### config.mk
export PLATFORM = sky130hd
export DESIGN_NAME = rdc_ram
export DESIGN_NICKNAME = d
export VERILOG_FILES = /design/src/hw/rtl/rdc_ram.sv
export SDC_FILE = /design/constraint.sdc
export NUM_CORES = 1
export LEC_CHECK = 0
export ABC_AREA = 0
export BUFFER_PORTS_ARGS = -buffer_cell sky130_fd_sc_hd__buf_2
export CAP_MARGIN = 40
export CELL_PAD_IN_SITES_DETAIL_PLACEMENT = 0
export CELL_PAD_IN_SITES_GLOBAL_PLACEMENT = 1
export CORE_MARGIN = 5
export CORE_UTILIZATION = 50
export CTS_CLUSTER_SIZE = 28
export DETAILED_ROUTE_END_ITERATION = 16
export PLACE_DENSITY = 0.83
export SLEW_MARGIN = 20
export SYNTH_ARGS = -nofsm -noshare
export SYNTH_HDL_FRONTEND = slang
export SYNTH_SLANG_ARGS = --single-unit
### constraint.sdc
create_clock -name clk -period 1.9 [get_ports clk]
set_input_delay 0 -clock clk [delete_from_list [all_inputs] [get_ports clk]]
set_output_delay 0 -clock clk [all_outputs]
set_load 0.02 [all_outputs]
### src/hw/rtl/rdc_ram.sv
// ----------------------------------------------------------------------------
// rdc_ram
// Generic simple dual-port RAM: one write port, one read port with the read
// data registered.
// ----------------------------------------------------------------------------
`default_nettype none

module rdc_ram #(
  parameter int WIDTH = 8,
  parameter int DEPTH = 16
) (
  input  logic                                      clk,
  input  logic                                      we,
  input  logic [((DEPTH > 1) ? $clog2(DEPTH) : 1)-1:0] waddr,
  input  logic [WIDTH-1:0]                          wdata,
  input  logic [((DEPTH > 1) ? $clog2(DEPTH) : 1)-1:0] raddr,
  output logic [WIDTH-1:0]                          rdata
);

  logic [WIDTH-1:0] mem [DEPTH];

  always_ff @(posedge clk) begin
    if (we) begin
      mem[waddr] <= wdata;
    end
    rdata <= mem[raddr];
  end

endmodule

`default_nettype wire

==> reports/results.ini, run 1 <==
[global_routing]
antenna_found_initial=0
grt_use_total_pct=15.7
grt_overflow=0
grt_max_degree=21
grt_pass1_vias=2529
grt_pass1_wl_um=14200

[floorplan]
dieArea_sq_um=12400
io_pins=26
fp.dieW_um=111
rows=37
core_sq_um=10200
initial_core_util_pct=50.5
die_y_um=111

[placement]
numPortBuffers=25
hpwlAfterDp_um=5870
gp_congestion=0.719

[cts]
cts_resized=0
cts_sinks=136
clock-root-buffer=clkbuf_8
tritoncts=built
clock_latency_ns=0.50
clockBufferDepth=2
htreeDepth=4
clkTransAtPathRegs_ns=0.06
cts_buffers=17

[power]
power_uw=7060
p_per_area_nw_per_um2=1140
leakagePower_uw=0.00213
irDropWorstVdd_mv=0.659

[timing]
fin_crit_ns=1.40
finalHoldViolCount=0
period_share_pct=73.7
max_freq_mhz=715
setup_viol=0
fin_skew_ns=0.00512
slew_headroom_pct=51.0
drv_slew=0
tns_ns=0
rsz0062_at_grt=no
tightest_slew_ns=0.733

[logic_synthesis]
synth_nets=247
synth_cells=229
yosysUniqueCellTypes=19
ys_seq_area_share_pct=77.8
yosys_warnings=0
netlist_area_sq_um=5150
synth_seq_cells=136
syn_avg_cell_area_sq_um=22.5

[critical_path]
slowest_delay_ns=0.46
cp-end-kind=register
path_buf_inv=0
slowest_stage=mux4_2
crit_family=multiplexers
path_cells=mux4_2 -> a22oi_1 -> nand2_1
cp.required_ns=2.27
path_class=register to register
arrival_ns=1.77
path_max_fanout=1
crit_path_start_kind=register

[outcome]
outcome=finished, final reports clean

[cells_and_area]
area_growth_pct=20.9
fin_nets=310
drive_gt1_share_pct=31.1
fillers=701
n_antenna_cell=0

[min_path]
min_path_type=input pin to register

[detailed_routing]
drc=0
first_pass_iters=4
wl_um=9080
ant_nets=0
vias=2451
wl_per_cell_um=20.6
routed_via_density=5.56
drt_iter0_drc=223

[run]
maxCapViolCount=0

layout by cell type, fill, tap and decap left out:
| master | n |
|---|---|
| nand3_1 | 1 |
| clkinv_4 | 3 |
| a22oi_1 | 16 |
| nand2b_1 | 2 |
| inv_6 | 3 |
| clkbuf_8 | 1 |
| clkbuf_16 | 16 |
| nor2_1 | 13 |
| clkbuf_1 | 2 |
| nor3_1 | 4 |
| nand3b_1 | 2 |
| mux4_1 | 14 |
| and2_1 | 1 |
| clkinvlp_4 | 3 |
| nand2_1 | 9 |
| bufinv_16 | 4 |
| and2b_1 | 1 |
| or3b_2 | 1 |
| buf_12 | 1 |
| nor2b_1 | 1 |
| mux4_2 | 18 |
| dlygate4sd3_1 | 8 |
| buf_4 | 20 |
| buf_2 | 25 |
| dfxtp_1 | 8 |
| edfxtp_1 | 128 |
final timing paths:
kind | start | end | slack [ns] | cells after the start
worst min register to register | mem[13][3]$_DFFE_PP_ | rdata[3]$_DFF_P_ | 0.67 | 3
worst max-delay path | mem[1][4]$_DFFE_PP_ | rdata[4]$_DFF_P_ | 0.50 | 3
worst min-delay path | waddr[1] | mem[8][5]$_DFFE_PP_ | 0.05 | 3
worst max register to register | mem[1][4]$_DFFE_PP_ | rdata[4]$_DFF_P_ | 0.50 | 3
sequential cells by signal, summed over array words and instances, names as in the netlist:
name	count
mem	128
rdata	8
kinds of logic after synthesis:
group	share of synthesized area [%]
mux	15.0
flops	77.8
buf+inv	1.68
simple gates	3.18
compound gates	2.33
cell usage after synthesis (all sizes together):
cell type / number / share of area, %
nand2b: 2 / 0.24
edfxtp: 128 / 75
or3b: 1 / 0.17
clkdlybuf4s25: 3 / 0.58
buf: 7 / 1.1
nor2: 13 / 0.95
mux4: 32 / 15
nand2: 9 / 0.66
nand3: 1 / 0.097
a22oi: 16 / 2.3
dfxtp: 8 / 3.1
and2b: 1 / 0.15
nand3b: 2 / 0.29
nor3: 4 / 0.39
nor2b: 1 / 0.12
and2: 1 / 0.12
worst min-delay path: stages:
cell,delay (ns)
buf_2,0.13
nor3_1,0.07
buf_4,0.17
per-stage QoR:
stage	setup slack, ns	area (sq um)	hold slack (ns)	cells	utilization [%]
2_1_floorplan	0.407	5150	0.0989	229	-
3_3_place_gp	0.302	5530	0.382	401	54.3
3_5_place_dp	0.287	5530	0.396	401	54.3
4_1_cts	0.512	6220	0.0168	441	61.1
5_1_grt	0.456	6220	0.0161	441	61.1
6_report	0.501	6220	0.0469	441	61.1
area by class of cell:
class                   instances  area [sq um]  area share [%]
well taps                     136           170            2.73
clock buffers                  19           422            6.78
clock inverters                13           195            3.14
multi-input cells              83          1060            17.0
repair buffers                 54           375            6.03
flip-flops and latches        136          4000            64.3
power by group:
| part | switching [uW] | internal [uW] | total, uW |
|---|---|---|---|
| Sequential | 17.1 | 3350 | 3370 |
| Clock | 1210 | 2150 | 3350 |
| Combinational | 192 | 146 | 338 |
routing by layer:
metal / share of wire (%) / track usage [%]
met1: 41 / 20.8
met2: 53 / 24.9
met3: 5.3 / 4.89
met4: 0.61 / 5.35
met5: 0 / 0
what timing repair did:
item,4_1_cts,5_1_grt
hold endpoints to repair,128,0
buffers inserted,0,0
hold buffers,8,0
Note: power is estimated with default switching activity, not from simulation.
==> inputs of run 2 (changes only) <==
Settings changed: ABC_AREA 0 to 1, CORE_UTILIZATION 50 to 44, PLACE_DENSITY 0.83 to 0.84.
Clock period 1.9 ns to 1.2 ns, I/O delays scaled along.
==> reports/results.ini, run 2 <==
[placement]
gp_congestion=0.873  ; +21%
numPortBuffers=25  ; unchanged
place_ws_ns=0.164  ; -0.123 ns
post_dp_cell_area_sq_um=6180  ; +12%
hpwlAfterDp_um=8080  ; +38%

[floorplan]
core_sq_um=12700  ; +25%
dieArea_sq_um=15500  ; +25%
rows=41  ; +11%
die_y_um=124  ; +12%
io_pins=26  ; unchanged
initial_core_util_pct=45.3  ; -5.2 points
fp.dieW_um=124  ; +12%

[logic_synthesis]
synth_cells=551  ; +140%
synth_nets=569  ; +130%
synth_top_area_share_pct=66.7  ; -8.0 points
synth.area.top_cells=edfxtp_1 67%, nand2_1 11%, nand3_1 8.4%
yosys_warnings=0  ; unchanged
netlist_area_sq_um=5770  ; +12%
synth_seq_cells=136  ; unchanged
ys_seq_area_share_pct=69.4  ; -8.4 points
synth_common_cells=173 x nand2_1, 128 x edfxtp_1, 100 x inv_1, 97 x nand3_1, 17 x nor2_1
yosysMostFrequentCell=nand2_1
syn_avg_cell_area_sq_um=10.5  ; -53%
yosysUniqueCellTypes=12  ; -7
yosys.area.top_type=edfxtp_1
synth_flop_cell=edfxtp_1
async_flop_share_pct=0  ; unchanged
synth-edff-count=128  ; unchanged

[detailed_routing]
vias=3850  ; +57%
routed_via_density=4.90  ; -12%
wl_um=12900  ; +42%
ant_nets=0  ; unchanged
drt_iter0_drc=334  ; +50%
first_pass_iters=5  ; +1
wl_per_cell_um=16.4  ; -20%
drc=0  ; unchanged

[global_routing]
grt_max_degree=45  ; +110%
use_met1_pct=21.6  ; +0.89 points
grt_overflow=0  ; unchanged
grt_use_total_pct=17.3  ; +1.7 points
grt_pass1_wl_um=20600  ; +44%
antenna_found_initial=0  ; unchanged
grtUsageMet2_pct=29.9  ; +5.0 points
grt_pass1_vias=3900  ; +54%
use_met3_pct=3.34  ; -1.5 points
grt-busiest-layer=met2

[critical_path]
cp_common_cell=nand3_1
path_cells=inv_1 -> nand2_1 -> nand3_1 -> nand3_1 -> nand3_1 -> nand2_1
crit_path_start_kind=register
slowest_stage=edfxtp_1
path_max_fanout=1  ; unchanged
reg2reg_to=rdata[6]$_DFF_P_
cp.required_ns=1.50  ; -0.77 ns
slowest_delay_ns=0.39  ; -0.07 ns
r2r_setup_slack_ns=0.16  ; -0.34 ns
reg2regPathDepth=6  ; +3
cp-end-kind=register
path_class=register to register
arrival_ns=1.34  ; -0.43 ns
reg2reg_from=mem[4][6]$_DFFE_PP_

[cts]
cts_buffers=17  ; unchanged
tritoncts=built
clock-root-buffer=clkbuf_16
clkTransAtPathRegs_ns=0.06  ; about the same
htreeDepth=4  ; unchanged
clockBufferDepth=2  ; unchanged
post_cts_buffers=0  ; unchanged
cts_sinks=136  ; unchanged
clock_latency_ns=0.41  ; -0.09 ns

[power]
p_sw_share_pct=20.5  ; +0.49 points
switching_power_uw=2390  ; +69%
p_per_area_nw_per_um2=1700  ; +50%
irDropWorstVdd_mv=1.47  ; +120%
seqPwrFrac_pct=45.8  ; -1.9 points
clock_power_share_pct=48.1  ; +0.6 points
p_comb_share_pct=6.0  ; +1.2 points
leakagePower_uw=0.00298  ; +40%
p_int_uw=9260  ; +64%
power_uw=11700  ; +65%

[cells_and_area]
final_cell_mix=173 x nand2_1, 128 x edfxtp_1, 100 x inv_1, 97 x nand3_1, 25 x buf_2
fillers=1126  ; +61%
regMostFlops=mem
reg_top3=mem: 128 flops, rdata: 8 flops
largest_reg_flops=128  ; unchanged
fin_nets=618  ; +99%
n_antenna_cell=0  ; unchanged
final_common_cell=nand2_1
drive_gt1_share_pct=13.7  ; -17 points
stdcell_area_sq_um=6850  ; +10%
fin_util_pct=53.8  ; -7.3 points
area_growth_pct=18.7

[run]
maxCapViolCount=0  ; unchanged

[timing]
fin_skew_ns=0.00692  ; +0.00180 ns
drv_slew=0  ; unchanged
tightest_slew_ns=0.403  ; -0.330 ns
setup_viol=0  ; unchanged
slew_headroom_pct=73.1  ; +22 points
setup_slack_ns=0.157  ; -0.344 ns
finalHoldViolCount=0  ; unchanged
max_freq_mhz=959  ; +34%
rsz0062_at_grt=no
period_share_pct=86.9  ; +13 points
tns_ns=0  ; unchanged
fin_crit_ns=1.04  ; -0.356 ns

[min_path]
min_path_type=input pin to register
hold_start=wdata[5]
whs_endpoint=mem[9][5]$_DFFE_PP_
hold_depth=1  ; -2

[outcome]
outcome=finished, final reports clean

-- run 2: metrics by stage --
stage / hold slack, ns / cells
2_1_floorplan: 0.0989 / 551
3_3_place_gp: 0.357 / 751
3_5_place_dp: 0.361 / 751
4_1_cts: 0.0142 / 785
5_1_grt: 0.0195 / 785
6_report: 0.0192 / 785
-- run 2: kinds of logic after synthesis --
group                  Yosys count  share of synthesized area [%]
and+or+nand+nor                289                           21.0
DFF                            136                           69.4
buffers and inverters          126                           9.52
-- run 2: what timing repair did --
action	in CTS	in global routing
gates resized for setup	0	0
setup endpoints to repair	0	0
hold endpoints to repair	8	0
hold buffers	2	0
-- run 2: worst max-delay path by stage --
stage	from	endpoint	slack, ns	depth (start not counted)
3_5_place_dp	waddr[2]	mem[10][7]$_DFFE_PP_	0.16	4
4_1_cts	raddr[2]	rdata[5]$_DFF_P_	0.17	7
3_3_place_gp	waddr[1]	mem[1][0]$_DFFE_PP_	0.18	5
5_1_grt	mem[5][4]$_DFFE_PP_	rdata[4]$_DFF_P_	0.09	6
2_1_floorplan	waddr[2]	mem[10][0]$_DFFE_PP_	0.25	2
6_report	mem[4][6]$_DFFE_PP_	rdata[6]$_DFF_P_	0.16	6
-- run 2: area by class of cell --
class / instances / area (sq um) / share of cell area (%)
Clock inverter: 12 / 200 / 2.92
Inverter: 102 / 383 / 5.59
Tap cell: 172 / 215 / 3.14
Sequential cell: 136 / 4000 / 58.5
Multi-Input combinational cell: 289 / 1210 / 17.7
Clock buffer: 20 / 447 / 6.52
Timing Repair Buffer: 54 / 385 / 5.63
-- run 2: power groups by stage --
| stage | Clock, uW | Combinational, uW | Sequential (uW) |
|---|---|---|---|
| 4_1_cts | 5660 | 710 | 5350 |
| 3_3_place_gp | 0 | 690 | 5440 |
| 3_5_place_dp | 0 | 697 | 5440 |
| 5_1_grt | 5890 | 780 | 5350 |
| 6_report | 5610 | 704 | 5340 |
| 2_1_floorplan | 0 | 375 | 5470 |
-- run 2: critical path, delay by kind of cell (launching register included) --
kind | cells | cell delay [ns]
DFF | 1 | 0.39
and+or+nand+nor | 5 | 0.46
buffers and inverters | 1 | 0.08
-- run 2: routing by layer --
layer | part of all wire [%] | up-vias
li1 | - | 1871
met1 | 41 | 1841
met2 | 52 | 121
met3 | 5.2 | 17
met4 | 1.7 | 0
met5 | 0 | -
